File: config.mk
export PLATFORM = sky130hd
export DESIGN_NAME = axis_limit_stall_lockout
export DESIGN_NICKNAME = d
export VERILOG_FILES = /design/src/hw/rtl/alsl_pkg.sv /design/src/hw/rtl/alsl_cfg.sv /design/src/hw/rtl/alsl_eval.sv /design/src/hw/rtl/axis_limit_stall_lockout.sv
export SDC_FILE = /design/constraint.sdc
export NUM_CORES = 1
export LEC_CHECK = 0
export ABC_AREA = 1
export BUFFER_PORTS_ARGS = -buffer_cell sky130_fd_sc_hd__clkbuf_2
export CORE_MARGIN = 2
export CORE_UTILIZATION = 41
export CTS_CLUSTER_DIAMETER = 100
export DETAILED_ROUTE_END_ITERATION = 8
export GPL_TIMING_DRIVEN = 1
export RECOVER_POWER = 50
export SETUP_SLACK_MARGIN = 0.2
export SLEW_MARGIN = 20
export SYNTH_ARGS = -nofsm -noshare
export SYNTH_HDL_FRONTEND = slang
export SYNTH_SLANG_ARGS = --single-unit
File: constraint.sdc
create_clock -name clk -period 5.7 [get_ports clk]
set_clock_uncertainty 0.2 [all_clocks]
set_input_delay 1.425 -clock clk [delete_from_list [all_inputs] [get_ports clk]]
set_output_delay 1.425 -clock clk [all_outputs]
set_load 0.02 [all_outputs]
File: src/hw/rtl/alsl_pkg.sv
package alsl_pkg;

	localparam int STALL_W   = 10;
	localparam int SPEED_W   = 24;
	localparam int THRESH_W  = 8;
	localparam int CLEAR_W   = 24;
	localparam int CFG_IDX_W = 3;
	localparam int CFG_DAT_W = 24;

	typedef enum logic [CFG_IDX_W-1:0] {
		REG_LIMIT_ENABLED    = 3'd0,
		REG_DUAL_MODE        = 3'd1,
		REG_APPLIES_POSITIVE = 3'd2,
		REG_APPLIES_NEGATIVE = 3'd3,
		REG_STALL_CONFIRM    = 3'd4,
		REG_STALL_THRESHOLD  = 3'd5,
		REG_CLEARANCE_STEPS  = 3'd6
	} reg_idx_t;

	typedef enum logic {
		KIND_TICK    = 1'b0,
		KIND_SET_POS = 1'b1
	} kind_t;

	typedef struct packed {
		logic                limit_enabled;
		logic                dual_mode;
		logic                applies_positive;
		logic                applies_negative;
		logic                stall_confirm;
		logic [THRESH_W-1:0] stall_threshold;
		logic [CLEAR_W-1:0]  clearance_steps;
	} cfg_t;

	typedef struct packed {
		kind_t              kind;
		logic               raw_min;
		logic               raw_max;
		logic [STALL_W-1:0] stall_value;
		logic               is_moving;
		logic               dir_positive;
		logic [SPEED_W-1:0] speed_now;
		logic [SPEED_W-1:0] speed_goal;
	} tick_t;

	typedef struct packed {
		logic seen_min;
		logic seen_max;
		logic allow_positive;
		logic allow_negative;
		logic anchor_was_positive;
	} flags_t;

	typedef struct packed {
		logic any_limit;
		logic may_go_positive;
		logic may_go_negative;
		logic stop_motion;
		logic position_fix;
		logic hit_event;
		logic hit_dir_positive;
	} res_t;

endpackage

File: src/hw/rtl/alsl_cfg.sv
module alsl_cfg (
	input  logic                               clk,
	input  logic                               arst_n,
	input  logic                               cfg_valid,
	input  logic [alsl_pkg::CFG_IDX_W-1:0]     cfg_index,
	input  logic [alsl_pkg::CFG_DAT_W-1:0]     cfg_data,
	output alsl_pkg::cfg_t                     cfg
);

	alsl_pkg::cfg_t cfg_q;

	always_ff @(posedge clk or negedge arst_n) begin
		if (!arst_n) begin
			cfg_q <= '0;
		end else if (cfg_valid) begin
			unique case (cfg_index)
				alsl_pkg::REG_LIMIT_ENABLED:    cfg_q.limit_enabled    <= cfg_data[0];
				alsl_pkg::REG_DUAL_MODE:        cfg_q.dual_mode        <= cfg_data[0];
				alsl_pkg::REG_APPLIES_POSITIVE: cfg_q.applies_positive <= cfg_data[0];
				alsl_pkg::REG_APPLIES_NEGATIVE: cfg_q.applies_negative <= cfg_data[0];
				alsl_pkg::REG_STALL_CONFIRM:    cfg_q.stall_confirm    <= cfg_data[0];
				alsl_pkg::REG_STALL_THRESHOLD:
					cfg_q.stall_threshold <= cfg_data[alsl_pkg::THRESH_W-1:0];
				alsl_pkg::REG_CLEARANCE_STEPS:
					cfg_q.clearance_steps <= cfg_data[alsl_pkg::CLEAR_W-1:0];
				default: ;
			endcase
		end
	end

	assign cfg = cfg_q;

endmodule

File: src/hw/rtl/alsl_eval.sv
module alsl_eval #(
	parameter int POSITION_WIDTH = 32
) (
	input  alsl_pkg::cfg_t                    cfg,
	input  alsl_pkg::tick_t                   tick,
	input  logic signed [POSITION_WIDTH-1:0]  pos,
	input  alsl_pkg::flags_t                  flags_q,
	input  logic signed [POSITION_WIDTH-1:0]  anchor_q,
	output alsl_pkg::flags_t                  flags_d,
	output logic signed [POSITION_WIDTH-1:0]  anchor_d,
	output alsl_pkg::res_t                    res,
	output logic signed [POSITION_WIDTH-1:0]  corr_pos,
	output logic signed [POSITION_WIDTH-1:0]  hit_at
);

	localparam int DW = (POSITION_WIDTH > alsl_pkg::CLEAR_W) ?
		POSITION_WIDTH + 1 : alsl_pkg::CLEAR_W + 1;

	always_comb begin
		logic                            tmin, tmax, active, changed, captured;
		logic                            dir_ok, confirmed, side;
		logic                            ap, an, awp, stop, fix, hit, hdir;
		logic signed [POSITION_WIDTH-1:0] p, anc, da, db;
		logic signed [POSITION_WIDTH:0]   d1;
		logic signed [DW-1:0]             span, clr;

		tmin     = 1'b0;
		tmax     = 1'b0;
		captured = 1'b0;
		stop     = 1'b0;
		fix      = 1'b0;
		hit      = 1'b0;
		hdir     = 1'b0;
		p        = pos;
		anc      = anchor_q;
		ap       = flags_q.allow_positive;
		an       = flags_q.allow_negative;
		awp      = flags_q.anchor_was_positive;
		flags_d  = flags_q;
		dir_ok   = tick.dir_positive ? cfg.applies_positive : cfg.applies_negative;
		confirmed = !(cfg.stall_confirm && tick.raw_min && tick.is_moving) ||
			(tick.stall_value <= {2'b00, cfg.stall_threshold});
		side     = tick.is_moving ? tick.dir_positive : flags_q.anchor_was_positive;
		da       = '0;
		db       = '0;
		d1       = '0;
		span     = '0;
		clr      = DW'({1'b0, cfg.clearance_steps});
		changed  = 1'b0;
		active   = 1'b0;

		if (tick.kind == alsl_pkg::KIND_SET_POS) begin
			anc = pos;
		end else if (cfg.limit_enabled) begin
			if (cfg.dual_mode) begin
				tmin = tick.raw_min;
				tmax = tick.raw_max;
			end else if (tick.raw_min && dir_ok && confirmed) begin
				tmin = !side;
				tmax = side;
			end
			active  = tmin || tmax;
			changed = (tmin != flags_q.seen_min) || (tmax != flags_q.seen_max);

			if (cfg.dual_mode) begin
				an = !tmin;
				ap = !tmax;
				if (changed && active && tick.is_moving) begin
					anc      = pos;
					awp      = tick.dir_positive;
					captured = 1'b1;
					hit      = 1'b1;
					hdir     = tmax;
				end
			end else begin
				if (changed) begin
					if (active && tick.is_moving && tick.speed_now != '0 &&
						tick.speed_now <= tick.speed_goal) begin
						anc      = pos;
						awp      = tick.dir_positive;
						captured = 1'b1;
						hit      = 1'b1;
						hdir     = tick.dir_positive;
						ap       = !tick.dir_positive;
						an       = tick.dir_positive;
					end else if (!active && !tick.is_moving && (!ap || !an)) begin
						if (pos != anc) begin
							p   = anc;
							fix = 1'b1;
						end
					end
				end
				da   = awp ? anc : p;
				db   = awp ? p : anc;
				d1   = {da[POSITION_WIDTH-1], da} - {db[POSITION_WIDTH-1], db};
				span = DW'(d1);
				if (!ap || !an) begin
					if (awp) begin
						an = 1'b1;
						if (span >= clr)
							ap = 1'b1;
					end else begin
						ap = 1'b1;
						if (span >= clr)
							an = 1'b1;
					end
				end
			end

			if (changed && active && tick.is_moving) begin
				if (!captured)
					anc = p;
				p    = anc;
				stop = 1'b1;
				fix  = 1'b1;
			end

			flags_d.seen_min            = tmin;
			flags_d.seen_max            = tmax;
			flags_d.allow_positive      = ap;
			flags_d.allow_negative      = an;
			flags_d.anchor_was_positive = awp;
		end

		anchor_d             = anc;
		corr_pos             = p;
		hit_at               = hit ? anc : '0;
		res.any_limit        = active;
		res.may_go_positive  = ap;
		res.may_go_negative  = an;
		res.stop_motion      = stop;
		res.position_fix     = fix;
		res.hit_event        = hit;
		res.hit_dir_positive = hdir;
	end

endmodule

File: src/hw/rtl/axis_limit_stall_lockout.sv
// Limit and stall lockout for one motion axis.
// Input channel (in_valid/in_ready): one item per control tick, either a limit
// sample with the motion status (kind 0) or a position set (kind 1).
// Output channel (out_valid/out_ready): exactly one result per input item, in
// order: permissions, stop command, corrected position and hit capture.
// Config channel (cfg_valid/cfg_ready): register index and data, always ready;
// write only while no item is in flight.
// A transfer on the input passes the input register, then the result
// register, on its way to the output. Throughput: one item per cycle while
// the receiver does not stall; the lockout state updates as an item enters
// the result register. When the receiver stalls, the result register holds,
// the input register fills, and in_ready drops only once both are occupied.
// Reset: all config registers read 0, both directions permitted, no limit seen,
// hit point 0, both pipeline stages empty.
module axis_limit_stall_lockout #(
	parameter int POSITION_WIDTH = 32
) (
	input  logic                                 clk,
	input  logic                                 arst_n,
	input  logic                                 cfg_valid,
	output logic                                 cfg_ready,
	input  logic [alsl_pkg::CFG_IDX_W-1:0]       cfg_index,
	input  logic [alsl_pkg::CFG_DAT_W-1:0]       cfg_data,
	input  logic                                 in_valid,
	output logic                                 in_ready,
	input  logic                                 kind,
	input  logic                                 raw_min,
	input  logic                                 raw_max,
	input  logic [alsl_pkg::STALL_W-1:0]         stall_value,
	input  logic                                 is_moving,
	input  logic                                 dir_positive,
	input  logic [alsl_pkg::SPEED_W-1:0]         speed_now,
	input  logic [alsl_pkg::SPEED_W-1:0]         speed_goal,
	input  logic signed [POSITION_WIDTH-1:0]     position,
	output logic                                 out_valid,
	input  logic                                 out_ready,
	output logic                                 any_limit,
	output logic                                 may_go_positive,
	output logic                                 may_go_negative,
	output logic                                 stop_motion,
	output logic                                 position_fix,
	output logic signed [POSITION_WIDTH-1:0]     corrected_position,
	output logic                                 hit_event,
	output logic                                 hit_dir_positive,
	output logic signed [POSITION_WIDTH-1:0]     hit_at
);

	alsl_pkg::cfg_t                    cfg;
	logic                              valid_s1, valid_s2, advance;
	alsl_pkg::tick_t                   tick_s1;
	logic signed [POSITION_WIDTH-1:0]  pos_s1;
	alsl_pkg::flags_t                  flags_q, flags_d;
	logic signed [POSITION_WIDTH-1:0]  anchor_q, anchor_d;
	alsl_pkg::res_t                    res_d, res_s2;
	logic signed [POSITION_WIDTH-1:0]  corr_d, corr_s2, hit_at_d, hit_at_s2;

	assign cfg_ready = 1'b1;

	alsl_cfg u_cfg (
		.clk       (clk),
		.arst_n    (arst_n),
		.cfg_valid (cfg_valid),
		.cfg_index (cfg_index),
		.cfg_data  (cfg_data),
		.cfg       (cfg)
	);

	assign advance  = valid_s1 && (!valid_s2 || out_ready);
	assign in_ready = !valid_s1 || advance;

	always_ff @(posedge clk or negedge arst_n) begin
		if (!arst_n) begin
			valid_s1 <= 1'b0;
		end else if (in_ready) begin
			valid_s1 <= in_valid;
		end
	end

	always_ff @(posedge clk) begin
		if (in_ready && in_valid) begin
			tick_s1.kind         <= alsl_pkg::kind_t'(kind);
			tick_s1.raw_min      <= raw_min;
			tick_s1.raw_max      <= raw_max;
			tick_s1.stall_value  <= stall_value;
			tick_s1.is_moving    <= is_moving;
			tick_s1.dir_positive <= dir_positive;
			tick_s1.speed_now    <= speed_now;
			tick_s1.speed_goal   <= speed_goal;
			pos_s1               <= position;
		end
	end

	alsl_eval #(
		.POSITION_WIDTH (POSITION_WIDTH)
	) u_eval (
		.cfg      (cfg),
		.tick     (tick_s1),
		.pos      (pos_s1),
		.flags_q  (flags_q),
		.anchor_q (anchor_q),
		.flags_d  (flags_d),
		.anchor_d (anchor_d),
		.res      (res_d),
		.corr_pos (corr_d),
		.hit_at   (hit_at_d)
	);

	always_ff @(posedge clk or negedge arst_n) begin
		if (!arst_n) begin
			flags_q  <= '{seen_min: 1'b0, seen_max: 1'b0, allow_positive: 1'b1,
				allow_negative: 1'b1, anchor_was_positive: 1'b0};
			anchor_q <= '0;
			valid_s2 <= 1'b0;
		end else begin
			if (advance) begin
				flags_q  <= flags_d;
				anchor_q <= anchor_d;
			end
			if (advance)
				valid_s2 <= 1'b1;
			else if (out_ready)
				valid_s2 <= 1'b0;
		end
	end

	always_ff @(posedge clk) begin
		if (advance) begin
			res_s2    <= res_d;
			corr_s2   <= corr_d;
			hit_at_s2 <= hit_at_d;
		end
	end

	assign out_valid          = valid_s2;
	assign any_limit          = res_s2.any_limit;
	assign may_go_positive    = res_s2.may_go_positive;
	assign may_go_negative    = res_s2.may_go_negative;
	assign stop_motion        = res_s2.stop_motion;
	assign position_fix       = res_s2.position_fix;
	assign corrected_position = corr_s2;
	assign hit_event          = res_s2.hit_event;
	assign hit_dir_positive   = res_s2.hit_dir_positive;
	assign hit_at             = hit_at_s2;

	a_stop_fixes: assert property (@(posedge clk) disable iff (!arst_n)
		valid_s2 && res_s2.stop_motion |-> res_s2.position_fix)
		else $error("stop without position fix");

	a_hit_pins: assert property (@(posedge clk) disable iff (!arst_n)
		valid_s2 && res_s2.hit_event |-> res_s2.stop_motion && corr_s2 == hit_at_s2)
		else $error("hit not pinned to hit point");

	a_no_hit_zero: assert property (@(posedge clk) disable iff (!arst_n)
		valid_s2 && !res_s2.hit_event |-> !res_s2.hit_dir_positive && hit_at_s2 == '0)
		else $error("hit fields set without hit");

	a_state_hold: assert property (@(posedge clk) disable iff (!arst_n)
		!advance |=> $stable(flags_q) && $stable(anchor_q))
		else $error("lockout state changed without transfer");

	a_stage_hold: assert property (@(posedge clk) disable iff (!arst_n)
		valid_s1 && !advance |=> valid_s1 && $stable(pos_s1))
		else $error("input stage lost item");

endmodule

# After elaboration in Yosys (flattened, before gate mapping)

Index checks and enable logic that the tools add are counted.

Word-level logic and storage cells: 178
Register bits after elaboration: 242
Input port bits: 127
Output and inout bits: 74

Mux-type cells: 83
$lt $le $gt $ge: 3
Equality and inequality tests: 10
Add/subtract/negate cells: 1
Bitwise gates (word level): 2
Reduce and logical (&&, ||, !) cells: 46

Operator list:

| operator                                      | number |
|---|---|
| two-way mux 32 bit                            | 24 |
| two-way mux 1 bit                             | 59 |
| >= comparator 33 x 25 -> 1 bit                | 1 |
| subtractor 32 x 32 -> 33 bit                  | 1 |
| != test 32 bit                                | 1 |
| less-or-equal comparator 24 bit               | 1 |
| nonzero test 24 bit                           | 1 |
| AND reduction 2 bit                           | 7 |
| logical AND 1 bit                             | 13 |
| zero test 1 bit                               | 13 |
| less-or-equal comparator 10 x 8 -> 1 bit      | 1 |
| == test 3 bit, second input constant          | 3 |
| logical OR 1 bit                              | 7 |
| == test 3 x 2 -> 1 bit, second input constant | 2 |
| AND reduction 4 bit                           | 1 |
| == test 3 x 1 -> 1 bit, second input constant | 1 |
| zero test 3 bit                               | 1 |
| AND reduction 3 bit                           | 1 |
| != test 1 bit                                 | 2 |
| != test 2 x 1 -> 1 bit, second input constant | 1 |
| inverter 1 bit                                | 2 |
| nonzero test 2 bit                            | 1 |
| OR reduction 2 bit                            | 1 |

# Depth between registers and ports, before layout

Word-level depth: 28
Gate-level depth with buffers: 51
Depth with buffers taken out: 50

# Cells and area by module

From an unflattened synthesis, not the netlist that was laid out.

Cells, all modules: 2,212
Area, all modules: 16,405.7 sq um

Modules (own cells, without submodules):

| module                   | area each (sq um) | instances | cells an instance | seq. area each (sq um) |
|---|---|---|---|---|
| alsl_eval                | 8,350.5           | 1         | 1,699             | 0.0 |
| axis_limit_stall_lockout | 6,568.8           | 1         | 339               | 5,963.2 |
| alsl_cfg                 | 1,486.4           | 1         | 174               | 925.9 |

# Least setup slack after synthesis

OpenSTA, ideal clock, no wires.

Kind: flip-flop to flip-flop
Start: reg u_cfg.cfg_q (netlist bit u_cfg.cfg[29])
End: reg res_s2 (netlist bit may_go_negative) (data pin)
Required time: 5.251 ns
Data arrival time: 4.784 ns
Setup time: 0.249 ns
Slack: 0.467 ns
Path buffers: 1
Cell stages (with the launch flop): 47
Period minus slack after synthesis: 5.233 ns
Path through: dfrtp_1 inv_1 ha_1 nand2_1 nor2_1 nand3_1 nand3_1 nand2_2 nand3_2 nand2_1 inv_2 nand2_1 nor2_4 nand2_4 buf_2 nand2_1 o21ai_1 inv_1 [11 not listed] ha_1 a21oi_1 o21ai_0 o21ai_0 o211ai_1 nor3b_1 o21ai_0 nand2_1 a221oi_1 nand3_1 nor2_1 nand4_1 nand2_1 nand2_1 nand2_1 nand3_1 nand2_1 inv_1

RTL lines:

| element                | RTL line                        | RTL |
|---|---|---|
| start: declaration     | alsl_cfg.sv:10                  | `alsl_pkg::cfg_t cfg_q;` |
| end signal: assignment | axis_limit_stall_lockout.sv:128 | `res_s2 <= res_d;` |
| end: declaration       | axis_limit_stall_lockout.sv:54  | `alsl_pkg::res_t res_d, res_s2;` |

==> results.yml <==
placed_design:
  port_buffers: 199
  dp_hpwl_um: 36800
  post-place-cells: 2944
  gp_congestion: 0.907
  detailed_place.area_mm2: 0.0187
  dp_slack_ps: -203
layout:
  antenna_cells: 0
  syn2layout_area_growth_pct: 25.7
  finalNetCount: 2656
  fin_area_mm2: 0.0204
  instances_no_fill: 3010
  final_util_pct: 52.5
  drive_above_1_share_pct: 26.9
synth:
  ys.warnings.count: 0
  synth-edff-count: 166
  syn_inst: 2149
  netlist_area_mm2: 0.0162
  async_reset_ff_share_pct: 31.4
  synth_top_area_share_pct: 30.7
  synthTopCellsByCount: "nand2_1 (614), inv_1 (255), o21ai_0 (177)"
  yosysMostFrequentCell: "nand2_1"
  yosys-top-cells-area: "edfxtp_1 (31%), nand2_1 (14%), dfrtp_1 (11%)"
  yosys_most_used_dff: "edfxtp_1"
  yosysSeqAreaShare_pct: 42.5
  syn_area_per_cell_um2: 7.55
  synth.net_count: 2334
  synth-seq-cells: 242
  synth_top_cell_by_area: "edfxtp_1"
  synthDistinctLibCells: 47
setup_path:
  critPathKind: "register to register"
  worst_setup_path_end_kind: "register"
  critPathMaxStageDelay_ps: 400
  startpoint_type: "register"
  worstPathRequired_ps: 5850
  crit_top_cell: "nand2_1"
  critPathSlowestCell: "edfxtp_1"
  regToRegStartpoint: "tick_s1[37]$_DFFE_PP_"
  ff2ff_path_depth: 40
  arrival_ps: 5810
  path_max_fanout: 11
  reg2reg_slack_ps: 40
  reg2reg_to: "may_go_negative$_DFFE_PP_"
route:
  ant_nets: 0
  drt_wl_total_um: 49100
  drt_pass1_iterations: 5
  vias: 15400
  viasPerCell: 5.11
  drt-initial-drc-count: 897
  detail_route.wl_per_cell_um: 16.3
  drcViolationCount: 0
die:
  die_y_um: 203
  core_mm2: 0.0388
  die_w_um: 203
  io_pins: 201
  initial_core_util_pct: 41.8
  dieArea_mm2: 0.0412
  rows: 72
clocking:
  htree_levels: 1
  cts_tree: "yes"
  cts.sinks: 242
  cts_buffers: 28
  cts.root.buffer_cell: "clkbuf_16"
  cts_buffer_depth: 3
  clock_latency_ps: 580
  clk_pin_slew_ps: 60
sta:
  worst_pin_slew_ps: 3050
  setup_viol: 0
  hold_viol: 0
  hold_slack_ps: 284
  fmax_mhz: 177
  period_needed_ps: 5660
  slew_violations: 218
  min_period_over_period_pct: 99.3
  timing.final.ws_setup_ps: 38.1
  tns_ps: 0
  maxSlewHeadroom_pct: -105
  rsz0062_at_grt: "yes"
grt:
  track_usage_pct: 23.5
  grt-ovfl-total: 0
  grt_pass1_vias: 15200
  grt_first_pass_wirelength_um: 77200
  grt_max_degree: 74
  antenna_found_initial: 0
min_path:
  hp-class: "register to register"
  min_to: "u_cfg.cfg[33]$_DFFE_PN0P_"
  holdPathStages: 2
  hold_start: "u_cfg.cfg[33]$_DFFE_PN0P_"
power:
  total_power_mw: 10.9
  power_density_mw_per_mm2: 535
  vdd_drop_max_mv: 0.267
  power_leakage_nw: 9.83
flow_run:
  max_cap_viol_count: 4
run_status:
  outcome: "finished with violations"
  violations: "max-capacitance violations, max-slew violations"
==> layout by cell type, fill, tap and decap left out, types with 63 or more instances in the layout <==
| cell type | instances |
|---|---|
| a21oi_1 | 126 |
| buf_4 | 152 |
| clkbuf_2 | 188 |
| dfrtp_1 | 74 |
| edfxtp_1 | 166 |
| inv_1 | 251 |
| inv_2 | 68 |
| nand2_1 | 576 |
| nand2_2 | 64 |
| nand3_1 | 63 |
| nor2_1 | 118 |
| o21ai_0 | 173 |
==> worst max path at each step <==
stage	startpoint	to
4_1_cts	tick_s1[47]$_DFFE_PP_	may_go_negative$_DFFE_PP_
6_report	tick_s1[37]$_DFFE_PP_	may_go_negative$_DFFE_PP_
5_1_grt	tick_s1[55]$_DFFE_PP_	may_go_negative$_DFFE_PP_
3_5_place_dp	tick_s1[55]$_DFFE_PP_	may_go_negative$_DFFE_PP_
3_3_place_gp	pos_s1[19]$_DFFE_PP_	may_go_negative$_DFFE_PP_
2_1_floorplan	u_cfg.cfg[29]$_DFFE_PN0P_	may_go_negative$_DFFE_PP_
==> logic make-up after synthesis <==
| logic type | count (synthesis) | share of synthesized area (%) |
|---|---|---|
| simple gates | 958 | 25.6 |
| compound gates | 445 | 15.4 |
| buf+inv | 410 | 10.1 |
| flops | 242 | 42.5 |
| fa+ha+maj | 58 | 4.47 |
| xor+xnor | 34 | 1.84 |
| other cells | 1 | 0.0231 |
| mux | 1 | 0.0617 |
==> area by class of cell <==
cell class                      count  area [µm²]
Fill cell                        3748       18400
Multi-Input combinational cell   1497        8190
Sequential cell                   242        6890
Timing Repair Buffer              372        2440
Inverter                          330        1250
Clock buffer                       32         736
Tap cell                          518         648
Clock inverter                     19         228
==> where the power goes <==
group	internal, mW	leakage, nW	total (mW)	switching, mW
registers	2.23	2.52	2.45	0.226
clock network	1.11	0.473	1.89	0.773
logic	2.57	6.84	6.56	3.98
==> critical path, delay by kind of cell (launching register included) <==
kind	cells	cell delay [ps]
AND/OR/NAND/NOR	26	2500
XOR/XNOR	1	200
AO/OA/AOI/OAI	3	730
buffers and inverters	8	780
flip-flops	1	400
adder cells (fa/ha/maj)	2	600
==> routing by layer <==
metal / part of all wire (%) / track usage [%] / vias to the layer above
met1: 41 / 28.1 / 7134
met4: 4.6 / 10.1 / 0
met2: 49 / 42.2 / 405
met3: 4.9 / 3.16 / 119
met5: 0 / 0 / -
li1: - / - / 7711
==> registers in the layout, indices dropped and copies added (netlist names) <==
name and cells:
corrected_position 32, hit_at 32, tick_s1 63, may_go_positive 1
u_cfg.cfg 37, valid_s1 1, anchor_q 32, out_valid 1
any_limit 1, flags_q 5, may_go_negative 1, stop_motion 1
position_fix 1, pos_s1 32, hit_event 1, hit_dir_positive 1
==> what timing repair did <==
item                       CTS  global route
gates cloned                 1             1
hold endpoints to repair     0             0
resized for setup           61            69
hold buffers                 0             0
pin swaps                   26            51
setup endpoints to repair    4             4
setup buffers                7             6
No activity file was read; power rests on OpenSTA's default activity.
